File: config.mk
export PLATFORM = sky130hd
export DESIGN_NAME = binary_to_decimal_ascii_blanked
export DESIGN_NICKNAME = d
export VERILOG_FILES = /design/src/design/b2da_pkg.sv /design/src/design/b2da_stage.sv /design/src/design/b2da_ser.sv /design/src/design/binary_to_decimal_ascii_blanked.sv
export SDC_FILE = /design/constraint.sdc
export NUM_CORES = 1
export LEC_CHECK = 0
export ABC_AREA = 0
export BUFFER_PORTS_ARGS = -buffer_cell sky130_fd_sc_hd__buf_2
export CAP_MARGIN = 10
export CELL_PAD_IN_SITES_DETAIL_PLACEMENT = 0
export CELL_PAD_IN_SITES_GLOBAL_PLACEMENT = 1
export CORE_AREA = 2 2 232 280
export DETAILED_ROUTE_END_ITERATION = 8
export DIE_AREA = 0 0 234 282
export PLACE_DENSITY = 0.77
export SLEW_MARGIN = 20
export SYNTH_ARGS = -nofsm -noshare
export SYNTH_HDL_FRONTEND = slang
export SYNTH_SLANG_ARGS = --single-unit
File: constraint.sdc
create_clock -name clock -period 10.7 [get_ports clock]
set_input_delay 2.14 -clock clock [delete_from_list [all_inputs] [get_ports clock]]
set_output_delay 2.14 -clock clock [all_outputs]
set_load 0.1 [all_outputs]
File: src/design/b2da_pkg.sv
// ----------------------------------------------------------------------------
// b2da_pkg
// Shared types and constants for the binary to decimal ASCII converter.
// ----------------------------------------------------------------------------
package b2da_pkg;

   localparam int unsigned NUM_DIGITS = 10;
   localparam int unsigned VALUE_W    = 32;
   localparam int unsigned DIGIT_W    = 4;
   localparam int unsigned POS_W      = 4;
   localparam int unsigned CHAR_W     = 8;
   localparam int unsigned WIDE_W     = 36;   // holds 9 x 10^9

   localparam logic [CHAR_W-1:0]  ASCII_ZERO = 8'd48;
   localparam logic [CHAR_W-1:0]  BLANK_RST  = 8'd32;
   localparam logic [POS_W-1:0]   LAST_POS   = 4'd9;
   localparam logic [DIGIT_W-1:0] MAX_DIGIT  = 4'd9;

   // Place weights, most significant digit first.
   localparam logic [NUM_DIGITS-1:0][WIDE_W-1:0] PLACE_WEIGHT = '{
      36'd1000000000, 36'd100000000, 36'd10000000, 36'd1000000, 36'd100000,
      36'd10000, 36'd1000, 36'd100, 36'd10, 36'd1
   };

   // One item in flight through the digit pipeline.
   typedef struct packed {
      logic [VALUE_W-1:0]                  rest;
      logic [NUM_DIGITS-1:0][DIGIT_W-1:0] digits;
      logic [NUM_DIGITS-1:0]               blank;
      logic                                seen;
   } pipe_type;

endpackage

File: src/design/b2da_stage.sv
// ----------------------------------------------------------------------------
// b2da_stage
// One pipeline stage: extracts one decimal digit by comparing the remainder
// against the nine constant multiples of its place weight.
// ----------------------------------------------------------------------------
module b2da_stage
   import b2da_pkg::*;
#(
   parameter int unsigned IDX = 0
) (
   input  logic     clock,
   input  logic     reset,
   input  logic     in_valid,
   input  pipe_type in_data,
   output logic     in_take,
   output logic     out_valid,
   output pipe_type out_data,
   input  logic     out_take
);

   localparam logic [WIDE_W-1:0] W = PLACE_WEIGHT[NUM_DIGITS-1-IDX];

   logic              valid_ff;
   pipe_type          data_ff;
   pipe_type          data_in;
   logic [DIGIT_W-1:0] digit;
   logic [WIDE_W-1:0] sub;
   logic [WIDE_W-1:0] rest_wide;

   // PLACE_WEIGHT is declared as a packed array, index 0 is the last entry
   always_comb begin
      rest_wide = {{(WIDE_W-VALUE_W){1'b0}}, in_data.rest};
      digit     = '0;
      sub       = '0;
      for (int j = 1; j <= int'(MAX_DIGIT); j++) begin
         if (rest_wide >= W * WIDE_W'(j)) begin
            digit = DIGIT_W'(j);
            sub   = W * WIDE_W'(j);
         end
      end
      data_in             = in_data;
      data_in.rest        = VALUE_W'(rest_wide - sub);
      data_in.digits[IDX] = digit;
      data_in.seen        = in_data.seen | (digit != '0);
      data_in.blank[IDX]  = !(in_data.seen | (digit != '0));
   end

   assign in_take   = !valid_ff || out_take;
   assign out_valid = valid_ff;
   assign out_data  = data_ff;

   always_ff @(posedge clock) begin
      if (reset) begin
         valid_ff <= 1'b0;
      end else if (in_take) begin
         valid_ff <= in_valid;
      end
   end

   always_ff @(posedge clock) begin
      if (in_take && in_valid) begin
         data_ff <= data_in;
      end
   end

endmodule

File: src/design/b2da_ser.sv
// ----------------------------------------------------------------------------
// b2da_ser
// Output serializer: sends the ten characters of one converted value as ten
// beats, substituting the blank character for leading zeros.
// ----------------------------------------------------------------------------
module b2da_ser
   import b2da_pkg::*;
(
   input  logic              clock,
   input  logic              reset,
   input  logic [CHAR_W-1:0] blank_char,
   input  logic              in_valid,
   input  pipe_type          in_data,
   output logic              in_take,
   output logic              rsp_valid,
   input  logic              rsp_stall,
   output logic [CHAR_W-1:0] rsp_char_out,
   output logic [POS_W-1:0]  rsp_digit_pos,
   output logic              rsp_last
);

   logic                                busy_ff;
   logic [POS_W-1:0]                    cnt_ff;
   logic [NUM_DIGITS-1:0][DIGIT_W-1:0] digits_ff;
   logic [NUM_DIGITS-1:0]               blank_ff;
   logic                                beat;
   logic                                last_beat;

   assign beat      = busy_ff && !rsp_stall;
   assign last_beat = beat && (cnt_ff == LAST_POS);
   assign in_take   = !busy_ff || last_beat;

   assign rsp_valid     = busy_ff;
   assign rsp_digit_pos = cnt_ff;
   assign rsp_last      = (cnt_ff == LAST_POS);
   assign rsp_char_out  = blank_ff[cnt_ff] ? blank_char
                        : ASCII_ZERO + {{(CHAR_W-DIGIT_W){1'b0}}, digits_ff[cnt_ff]};

   always_ff @(posedge clock) begin
      if (reset) begin
         busy_ff <= 1'b0;
         cnt_ff  <= '0;
      end else if (in_take) begin
         busy_ff <= in_valid;
         cnt_ff  <= '0;
      end else if (beat) begin
         cnt_ff <= cnt_ff + POS_W'(1);
      end
   end

   always_ff @(posedge clock) begin
      if (in_take && in_valid) begin
         digits_ff <= in_data.digits;
         blank_ff  <= in_data.blank;
      end
   end

endmodule

File: src/design/binary_to_decimal_ascii_blanked.sv
// ----------------------------------------------------------------------------
// binary_to_decimal_ascii_blanked
// 32-bit unsigned to ten ASCII decimal characters with leading-zero blanking.
// ----------------------------------------------------------------------------
// Each value beat on req_ yields ten rsp_ beats, most significant digit first
// (digit_pos 0..9, last on 9). Leading zeros come out as the csr blank
// character; a zero value gives ten blanks. A value passes a ten-stage digit
// pipeline (one digit per stage) and then the output serializer. The pipeline
// takes a value every cycle while it has room, but the serializer drives one
// character per cycle while rsp_stall is low on the single result channel, so
// the serializer limits the sustained value rate.
module binary_to_decimal_ascii_blanked
   import b2da_pkg::*;
(
   input  logic        clock,
   input  logic        reset,
   input  logic        csr_valid,
   output logic        csr_ready,
   input  logic [7:0]  csr_blank_char,
   input  logic        req_valid,
   output logic        req_stall,
   input  logic [31:0] req_value,
   output logic        rsp_valid,
   input  logic        rsp_stall,
   output logic [7:0]  rsp_char_out,
   output logic [3:0]  rsp_digit_pos,
   output logic        rsp_last
);

   logic [CHAR_W-1:0]      blank_char_ff;
   logic [NUM_DIGITS:0]    vld;
   logic [NUM_DIGITS:0]    take;
   pipe_type [NUM_DIGITS:0] data;
   pipe_type               head_data;

   assign csr_ready = 1'b1;

   always_ff @(posedge clock) begin
      if (reset) begin
         blank_char_ff <= BLANK_RST;
      end else if (csr_valid && csr_ready) begin
         blank_char_ff <= csr_blank_char;
      end
   end

   always_comb begin
      head_data      = '0;
      head_data.rest = req_value;
   end
   assign data[0]   = head_data;
   assign vld[0]    = req_valid;
   assign req_stall = !take[0];

   for (genvar i = 0; i < NUM_DIGITS; i++) begin : g_stage
      b2da_stage #(.IDX(i)) u_stage (
         .clock     (clock),
         .reset     (reset),
         .in_valid  (vld[i]),
         .in_data   (data[i]),
         .in_take   (take[i]),
         .out_valid (vld[i+1]),
         .out_data  (data[i+1]),
         .out_take  (take[i+1])
      );
   end

   b2da_ser u_ser (
      .clock         (clock),
      .reset         (reset),
      .blank_char    (blank_char_ff),
      .in_valid      (vld[NUM_DIGITS]),
      .in_data       (data[NUM_DIGITS]),
      .in_take       (take[NUM_DIGITS]),
      .rsp_valid     (rsp_valid),
      .rsp_stall     (rsp_stall),
      .rsp_char_out  (rsp_char_out),
      .rsp_digit_pos (rsp_digit_pos),
      .rsp_last      (rsp_last)
   );

endmodule

# ---- Word level (Yosys, flattened, before mapping)
# Index checks and enable logic that the tools add are counted.
dict set report word_totals {
  reg_bits 645
  in_bits 45
  output_inout_bits 16
  elab_cells 438
}
dict set report classes {
  add_sub_neg 11
  n_lt_le_gt_ge 86
  eq_ne 1
  n_mux 166
  bitwise 9
  n_reduce_logical 58
}
# operator count
set ops {}
lappend ops {{$ge A32 B10 Y1 const B} 5}
lappend ops {{$ge A32 B20 Y1 const B} 5}
lappend ops {{$ge A32 B30 Y1 const B} 5}
lappend ops {{$mux W30} 5}
lappend ops {{$ge A32 B13 Y1 const B} 4}
lappend ops {{$ge A32 B17 Y1 const B} 4}
lappend ops {{$ge A32 B23 Y1 const B} 4}
lappend ops {{$ge A32 B27 Y1 const B} 4}
lappend ops {{$ge A32 B3 Y1 const B} 4}
lappend ops {{$ge A32 B7 Y1 const B} 4}
lappend ops {{$mux W3} 37}
lappend ops {{$mux W27} 4}
lappend ops {{$mux W20} 5}
lappend ops {{$ge A32 B16 Y1 const B} 3}
lappend ops {{$ge A32 B19 Y1 const B} 3}
lappend ops {{$ge A32 B26 Y1 const B} 3}
lappend ops {{$ge A32 B29 Y1 const B} 3}
lappend ops {{$ge A32 B4 Y1 const B} 3}
lappend ops {{$ge A32 B6 Y1 const B} 3}
lappend ops {{$ge A32 B9 Y1 const B} 3}
lappend ops {{$mux W23} 4}
lappend ops {{$mux W29} 3}
lappend ops {{$mux W4} 20}
lappend ops {{$mux W26} 3}
lappend ops {{other kinds (61)} 190}

# ---- Logic depth before layout (Yosys ltp)
# Gate-level depths: netlist of run 1.
dict set report logic_depth {
  ltp_word 15
  ltp_mapped 22
  mapped_depth_nobuf 22
}

# ---- Hierarchy
# A second synthesis of run 1 with hierarchy kept.
dict set report unflattened {
  hier_cells 3183
  area_unflattened_um2 42315.6
}
# mod n_inst cells_per_inst area_each_um2 seq_area_each_um2
set by_module_without_submodules {}
lappend by_module_without_submodules {{b2da_stage at g_stage[2].u_stage} 1 385 4528.1 2512.4}
lappend by_module_without_submodules {{b2da_stage at g_stage[1].u_stage} 1 355 4325.4 2512.4}
lappend by_module_without_submodules {{b2da_stage at g_stage[3].u_stage} 1 354 4255.3 2512.4}
lappend by_module_without_submodules {{b2da_stage at g_stage[4].u_stage} 1 326 4157.7 2512.4}
lappend by_module_without_submodules {{b2da_stage at g_stage[0].u_stage} 1 309 4066.4 2482.4}
lappend by_module_without_submodules {{b2da_stage at g_stage[5].u_stage} 1 289 3871.2 2512.4}
lappend by_module_without_submodules {{b2da_stage at g_stage[6].u_stage} 1 287 3867.5 2512.4}
lappend by_module_without_submodules {{b2da_stage at g_stage[7].u_stage} 1 263 3742.3 2512.4}
lappend by_module_without_submodules {{b2da_stage at g_stage[8].u_stage} 1 253 3603.5 2512.4}
lappend by_module_without_submodules {{b2da_stage at g_stage[9].u_stage} 1 193 3313.2 2512.4}
lappend by_module_without_submodules {b2da_ser 1 139 2275.9 1601.5}
lappend by_module_without_submodules {binary_to_decimal_ascii_blanked 1 30 309.0 160.2}

# ---- Worst setup path after synthesis of run 1
# No wires, ideal clock.
dict set report synth_path {
  path_type {input to register}
  from {in rsp_stall}
  to {reg g_stage[8].u_stage.data_ff, in the netlist g_stage[8].u_stage.out_data[0], enable pin}
  setup_time_ns 0.630
  t_arrival_ns 8.127
  t_required_ns 10.070
  slack_ns 1.943
  stages 2
  path_buffers 0
  cell_sequence {o311a_1 > a21boi_0}
}
dict set report synth_between {
  elab_chain_cells 7
}
# element line
set synth_lines {}
lappend synth_lines {{start: declaration} binary_to_decimal_ascii_blanked.sv:24} ;# input logic rsp_stall,
lappend synth_lines {{$logic_not A1 Y1} b2da_ser.sv:29} ;# assign beat = busy_ff && !rsp_stall;
lappend synth_lines {{$logic_and A1 B1 Y1} b2da_ser.sv:29}
lappend synth_lines {{$logic_and A1 B1 Y1} b2da_ser.sv:30} ;# assign last_beat = beat && (cnt_ff == LAST_POS);
lappend synth_lines {{$logic_or A1 B1 Y1} b2da_ser.sv:31} ;# assign in_take = !busy_ff || last_beat;
lappend synth_lines {{$logic_or A1 B1 Y1 (2 in a row)} b2da_stage.sv:48} ;# assign in_take = !valid_ff || out_take;
lappend synth_lines {{$logic_and A1 B1 Y1} b2da_stage.sv:61} ;# if (in_take && in_valid) begin
lappend synth_lines {{end signal: assignment} b2da_stage.sv:62} ;# data_ff <= data_in;
lappend synth_lines {{end: declaration} b2da_stage.sv:24} ;# pipe_type data_ff;
# No other way between the ends.
# A chain may end at the register's enable or synchronous reset.

# ---- Final worst setup path of run 1
dict set report layout_path {
  from {in rsp_stall}
  to {out req_stall}
}
dict set report layout_between {
  elab_chain_cells 15
}
# element line
set layout_lines {}
lappend layout_lines {{$logic_not A1 Y1} b2da_ser.sv:29}
lappend layout_lines {{$logic_and A1 B1 Y1} b2da_ser.sv:29}
lappend layout_lines {{$logic_and A1 B1 Y1} b2da_ser.sv:30}
lappend layout_lines {{$logic_or A1 B1 Y1} b2da_ser.sv:31}
lappend layout_lines {{$logic_or A1 B1 Y1 (10 in a row)} b2da_stage.sv:48}
lappend layout_lines {{$logic_not A1 Y1} binary_to_decimal_ascii_blanked.sv:52} ;# assign req_stall = !take[0];
lappend layout_lines {{end: declaration} binary_to_decimal_ascii_blanked.sv:21} ;# output logic req_stall,
# No other way between the ends.

==> results of run 1 <==
==> synthesized netlist by cell type (12+ instances only) <==
cell,number
edfxtp_1,611
nor2_1,250
nand2_1,186
a21oi_1,166
o21ai_0,147
ha_1,133
inv_1,125
xnor2_1,99
xor2_1,96
nor3_1,92
clkbuf_1,81
nor4_1,69
nand3_1,68
nor2b_1,42
a21o_1,37
a211oi_1,31
or3_1,31
nand2b_1,29
a21boi_0,28
o21a_1,28
nand4_1,26
dfxtp_1,23
a31oi_1,21
and2_1,21
or4_1,21
or2_2,19
and3_1,18
o31ai_1,18
o21bai_1,17
mux2i_1,15
a211o_1,14
o211ai_1,13
o21ai_1,12
==> per-layer routing <==
metal  vias up  global-route usage  share of wire
met5         -                   0              0
met4         0              0.0735          0.031
met3       138              0.0272          0.038
met2       503               0.406           0.53
met1     10400               0.256           0.40
li1      10700                   -              -
==> cells in the final DEF, fill, tap and decap left out, types with 18 or more instances in the layout <==
cell         n
ha_1       133
and2_1      20
nand2b_1    29
a21boi_0    25
nand2_1    186
or3_1       31
xnor2_1     99
nand3_1     68
a21o_1      37
nand4_1     26
edfxtp_1   611
nor2b_1     37
and3_1      18
or4_1       21
buf_2       59
dfxtp_1     23
a21oi_1    166
a211oi_1    31
nor4_1      69
clkbuf_16   60
o21a_1      28
inv_1      125
a31oi_1     20
nor2_1     250
nor3_1      92
or2_2       19
xor2_1      96
o21ai_0    147
==> state kept, by name, summed over array words and instances (netlist names) <==
| register | count |
|---|---|
| g_stage.u_stage.out_valid | 10 |
| u_ser.digits_ff | 39 |
| blank_char_ff | 8 |
| u_ser.rsp_digit_pos | 4 |
| u_ser.rsp_valid | 1 |
| g_stage.u_stage.out_data | 562 |
| u_ser.blank_ff | 10 |
==> cell families (layout without fill, tap and decap cells) <==
| logic type | count (synthesis) | in the layout | share of synthesized area |
|---|---|---|---|
| fa+ha+maj | 143 | 143 | 0.0568 |
| mux | 28 | 28 | 0.0122 |
| compound gates | 647 | 647 | 0.131 |
| xor+xnor | 195 | 195 | 0.0523 |
| buf+inv | 212 | 310 | 0.0246 |
| other cells | 1 | 1 | 0.000115 |
| simple gates | 936 | 936 | 0.147 |
| flops | 634 | 634 | 0.576 |
==> worst max-delay path by stage <==
stage                  start                               to  slack, ps  depth (start not counted)
2_1_floorplan      rsp_stall   g_stage[8].u_stage.out_data[0]       1940                          2
3_3_place_gp   req_value[10]  g_stage[0].u_stage.out_data[82]       3640                         20
3_5_place_dp    req_value[3]  g_stage[0].u_stage.out_data[82]       3590                         22
4_1_cts            rsp_stall                        req_stall       3650                         10
5_1_grt            rsp_stall                        req_stall       3480                         10
6_report           rsp_stall                        req_stall       3660                         10
==> power groups by stage <==
stage          Sequential (mW)  Combinational (mW)  Clock [mW]
4_1_cts                   2.96               0.738        2.28
2_1_floorplan             2.90               0.615           0
5_1_grt                   2.98               0.828        2.38
3_3_place_gp              3.02               0.724           0
3_5_place_dp              3.01               0.733           0
6_report                  2.97               0.740        2.22
==> final cells by class <==
cell class | instances | area, um2
Tap cell | 824 | 1030
Clock inverter | 38 | 556
Multi-Input combinational cell | 1950 | 13100
Inverter | 126 | 473
Fill cell | 5193 | 27100
Timing Repair Buffer | 72 | 405
Sequential cell | 634 | 18800
Clock buffer | 74 | 1570
==> through the flow <==
| stage | std cells | hold WS, ps | utilization | setup WS, ps | instance area, um2 |
|---|---|---|---|---|---|
| floorplan | 2796 | 400 | - | 1940 | 32600 |
| global placement | 3605 | 400 | 0.536 | 3640 | 33800 |
| detailed placement | 3605 | 405 | 0.536 | 3590 | 33800 |
| CTS | 3717 | 362 | 0.570 | 3650 | 35900 |
| global route | 3718 | 358 | 0.570 | 3480 | 36000 |
| finish | 3718 | 363 | 0.570 | 3660 | 36000 |
==> metrics.md, run 1 <==
| Metric | Value |
|---|---|
| Status | `complete, no violations` |
| Average wire per standard cell | `19.0 um` |
| Die width | `234 um` |
| Layout cells sized above 1 | `0.0850` |
| Final nets | `3031` |
| Comb pwr share | `0.125` |
| Cells after Synth | `2796` |
| H-tree Lvls | `2` |
| CTS buffer count | `60` |
| Switching part of the total | `0.250` |
| Period utilization | `0.658` |
| PD cells | `165 mW/mm2` |
| Unique masters post-synth | `97` |
| Cell family contributing the most delay on the critical path | `simple AND/OR/NAND/NOR gates` |
| Max stage delay on crit path | `510 ps` |
| Sequential share of power | `0.500` |
| First-pass GRT wire length | `114 mm` |
| Cts hold-fix bufs | `0` |
| Vias per cell | `5.84` |
| Vias in the first global route | `21800` |
| Residual DRC | `0` |
| Total gr overflow | `0` |
| Number of gates resized after cts | `0` |
| Slew HR | `0.339` |
| Worst hold start | `g_stage[4].u_stage.out_data[24]` |
| Int Pwr | `4.45 mW` |
| Reg2reg path depth | `21` |
| CP Class | `primary input to output pin` |
| Clock buffer depth | `3` |
| Sink Count | `634` |
| Crit-path max FO | `6` |
| Buf+Inv Stages, Crit Path | `3` |
| Pin count of the biggest net entering global routing | `78` |
| Initial antenna violation count | `0` |
| Register clock-pin slew on the reported worst setup and hold paths | `60 ps` |
| VDD IR-drop max | `0.000159 V` |
| Clock skew | `77.8 ps` |
| Syn avg cell area | `11.7 um2` |
| Final hold violation count | `0` |
| Iter 0 DRT Violations | `1479` |
| Placer Congestion | `0.904` |
| YS warnings | `0` |
| CTS root buffer | `clkbuf_16` |
| Clock latency on the worst-skew pair | `650 ps` |
| Hold endpoint | `g_stage[5].u_stage.out_data[24]` |
| Initial Utilization | `0.518` |
| Required time of the critical path | `8560 ps` |
| CTS tree | `yes` |
| #FFs+latches synth | `634` |
| CP max stage cell | `and2_0` |
| Routed WL | `70.8 mm` |
| Die Ht | `282 um` |
| Post-layout min period | `7040 ps` |
| R2R Path End | `g_stage[2].u_stage.out_data[82]` |
| Max cap viols | `0` |
| Final setup viols | `0` |
| Cell Rows | `101` |
| Crit. End Element | `output pin` |
| Drt pass-1 iters | `7` |
| Seq/Total Area, Yosys | `0.576` |
| Clock share of power | `0.375` |
| Reg2Reg Launch Point | `g_stage[1].u_stage.out_data[62]` |
| Die area | `0.0660 mm2` |
| Postcts setup bufs | `0` |
| Post-route ant nets | `0` |
| Final slew viol count | `0` |
| Startpoint types | `primary input` |
| Post-synth EDFFs | `611` |
| GRT Overall Usage | `0.218` |
| Area Overhead vs Synth | `10.2%` |
| P_leak | `12.3 nW` |
| RSZ-0062 raised after global routing | `false` |
| R2r setup slk | `4320 ps` |
| Least-Margin Pin Slew | `992 ps` |
| Vias | `21700` |
| Synthesized area | `0.0326 mm2` |
| Area share of the largest cell type after synthesis | `0.562` |
| Tightest Hold Check Type | `register to register` |
| Antenna cells | `0` |
| Total chip power | `5.93 mW` |
| Main area contributors after synthesis | `edfxtp_1 (56%), ha_1 (5.1%), nor2_1 (2.9%)` |
| Hold path cells | `0` |
| Setup TNS | `0 ps` |
| Worst path cell trace | `buf_2, o311a_1, and3_1, and3_1, and2_0, nand3_1, nor2_1, nand2_1, inv_1, buf_2` |
| Post-synthesis net count | `2983` |
| Core footprint | `0.0631 mm2` |
| Ys flop type | `edfxtp_1` |
| Max Freq | `142 MHz` |
| HPWL Detailed | `53.0 mm` |
| Post-synth top area cell | `edfxtp_1` |
| Sw power | `1.48 mW` |
| Io pins | `61` |
| PortBufs | `59` |
| Data arrival, critical path | `4900 ps` |
| Ys async rst share | `0` |
Power figures use the tool's default switching activity.
==> run 2, diff against run 1 <==
Clock period 10.7 ns to 6.5 ns, I/O delays scaled along.
==> run 2 against run 1 <==
Compared with the run above: non-clock buffer count increased by 16; sequential power rose by 64%; clock skew down 16 ps; highest routed layer unchanged; first-iteration DRC count grew 2.0%; critical path depth is 10 higher; global-route usage grew 0.93 points; setup slack lost 3200 ps.
==> metrics.md, run 2 (same netlist as run 1, synthesis figures left out) <==
| Metric | Value |
|---|---|
| RSZ-0062 raised after global routing | `false` |
| Total chip power | `9.61 mW` |
| Iter 0 DRT Violations | `1508` |
| Min Hold Slack | `383 ps` |
| Period utilization | `0.929` |
| Register clock-pin slew on the reported worst setup and hold paths | `60 ps` |
| Total gr overflow | `0` |
| Die Ht | `282 um` |
| Residual DRC | `0` |
| Io pins | `61` |
| Worst setup path endpoint | `g_stage[3].u_stage.out_data[81]` |
| Area Overhead vs Synth | `10.2%` |
| Status | `complete, no violations` |
| Fin worst setup slack | `460 ps` |
| Non-filler cells, final | `3736` |
| H-tree Lvls | `2` |
| Least-Margin Pin Slew | `1030 ps` |
| HPWL Detailed | `54.4 mm` |
| Clock skew | `61.7 ps` |
| Die area | `0.0660 mm2` |
| Die width | `234 um` |
| Clock buffer depth | `3` |
| Post-route ant nets | `0` |
| CTS tree | `yes` |
| Vias per cell | `5.86` |
| Slew HR | `0.315` |
| Required time of the critical path | `6810 ps` |
| Drt pass-1 iters | `5` |
| Final instance area | `0.0360 mm2` |
| Postcts setup bufs | `0` |
| Initial antenna violation count | `0` |
| Sink Count | `634` |
| Pin count of the biggest net entering global routing | `78` |
| CTS root buffer | `clkbuf_16` |
| First-pass GRT wire length | `118 mm` |
| Setup TNS | `0 ps` |
| Tightest Hold Check Type | `register to register` |
| Placer Congestion | `0.913` |
| Final hold violation count | `0` |
| GRT Overall Usage | `0.227` |
| P_leak | `12.3 nW` |
| Routed WL | `73.7 mm` |
| Commonest non-fill, non-tap cell in the layout | `edfxtp_1` |
| Data arrival, critical path | `6360 ps` |
| Vias in the first global route | `22100` |
| Startpoint types | `register` |
| Final core occ | `0.570` |
| Final nets | `3048` |
| Layout cells sized above 1 | `0.0896` |
| Antenna cells | `0` |
| Core footprint | `0.0631 mm2` |
| PD cells | `267 mW/mm2` |
| DP Area | `0.0339 mm2` |
| Cts hold-fix bufs | `0` |
| CTS buffer count | `61` |
| R2R Path End | `g_stage[3].u_stage.out_data[81]` |
| R2r setup slk | `460 ps` |
| Number of gates resized after cts | `0` |
| PortBufs | `59` |
| VDD IR-drop max | `0.000218 V` |
| Reg2Reg Launch Point | `g_stage[2].u_stage.out_data[78]` |
| Max Freq | `166 MHz` |
| Reg2reg path depth | `20` |
| Final setup viols | `0` |
| Number of cells after detailed placement | `3621` |
| Crit-path max FO | `5` |
| CP Class | `register to register` |
| Most frequent cells in the layout | `edfxtp_1 (611), nor2_1 (250), nand2_1 (186)` |
| Initial Utilization | `0.518` |
| Average wire per standard cell | `19.7 um` |
| Max reg flops | `562` |
| Cell Rows | `101` |
| Crit. End Element | `register` |
| Post-Place Worst Slack | `313 ps` |
| Vias | `21900` |
| Final slew viol count | `0` |
| Clock latency on the worst-skew pair | `660 ps` |
| Max cap viols | `0` |
| Worst Setup SP | `g_stage[2].u_stage.out_data[78]` |
| Post-layout min period | `6040 ps` |
==> run 2: cell count changes in the layout (fill, tap and decap cells not counted), moves of 2 or more <==
cell | before | now
buf_4 | 12 | 28
bufinv_16 | 11 | 5
clkbuf_1 | 12 | 10
clkinv_1 | 10 | 14
clkinv_2 | 7 | 9
clkinvlp_4 | 1 | 5
==> run 2: final cells by class <==
| type | count | area, um2 |
|---|---|---|
| fillers | 5237 | 27100 |
| flip-flops and latches | 634 | 18800 |
| multi-input cells | 1950 | 13100 |
| clock buffers | 74 | 1610 |
| well taps | 824 | 1030 |
| repair buffers | 88 | 526 |
| inverters | 126 | 473 |
| clock inverters | 40 | 410 |
==> run 2: layer usage <==
layer  vias up  part of all wire  global-route usage  wire length, um
met1     10600              0.40               0.267            29700
met3       122             0.034              0.0252             2540
li1      10700                 -                   -                -
met2       491              0.54               0.429            39600
met4         0             0.025              0.0685             1880
met5         -                 0                   0                0
==> run 2: power breakdown <==
group          switching (mW)  total, mW  internal, mW
clock                    1.51       3.48          1.97
sequential              0.250       4.88          4.63
combinational           0.726       1.24         0.518
total                    2.49       9.61          7.12
==> run 2: how the worst min path moves through the flow <==
stage / start / endpoint / slack [ps] / depth (start not counted)
5_1_grt: g_stage[4].u_stage.out_data[29] / g_stage[5].u_stage.out_data[29] / 390 / 0
3_5_place_dp: g_stage[0].u_stage.out_data[12] / g_stage[1].u_stage.out_data[12] / 400 / 0
6_report: g_stage[4].u_stage.out_data[29] / g_stage[5].u_stage.out_data[29] / 380 / 0
3_3_place_gp: g_stage[8].u_stage.out_data[36] / g_stage[9].u_stage.out_data[36] / 400 / 0
2_1_floorplan: g_stage[0].u_stage.out_data[11] / g_stage[1].u_stage.out_data[11] / 400 / 0
4_1_cts: g_stage[3].u_stage.out_data[52] / g_stage[4].u_stage.out_data[52] / 370 / 0
==> run 2: worst max-delay path, stage by stage (launching register included) <==
cell and delay [ps]:
edfxtp_1 420, or4_4 540, or3_4 380, or4_4 470, nor4b_2 380, a221oi_2 140, o21bai_4 150, a21oi_2 70
o21ai_2 210, ha_1 210, inv_1 50, fa_1 400, a21o_1 200, a21oi_1 220, o21bai_1 90, a21oi_1 240
o21ai_1 200, a2111oi_0 430, o21ai_1 220, a2111oi_0 570, xor2_1 160
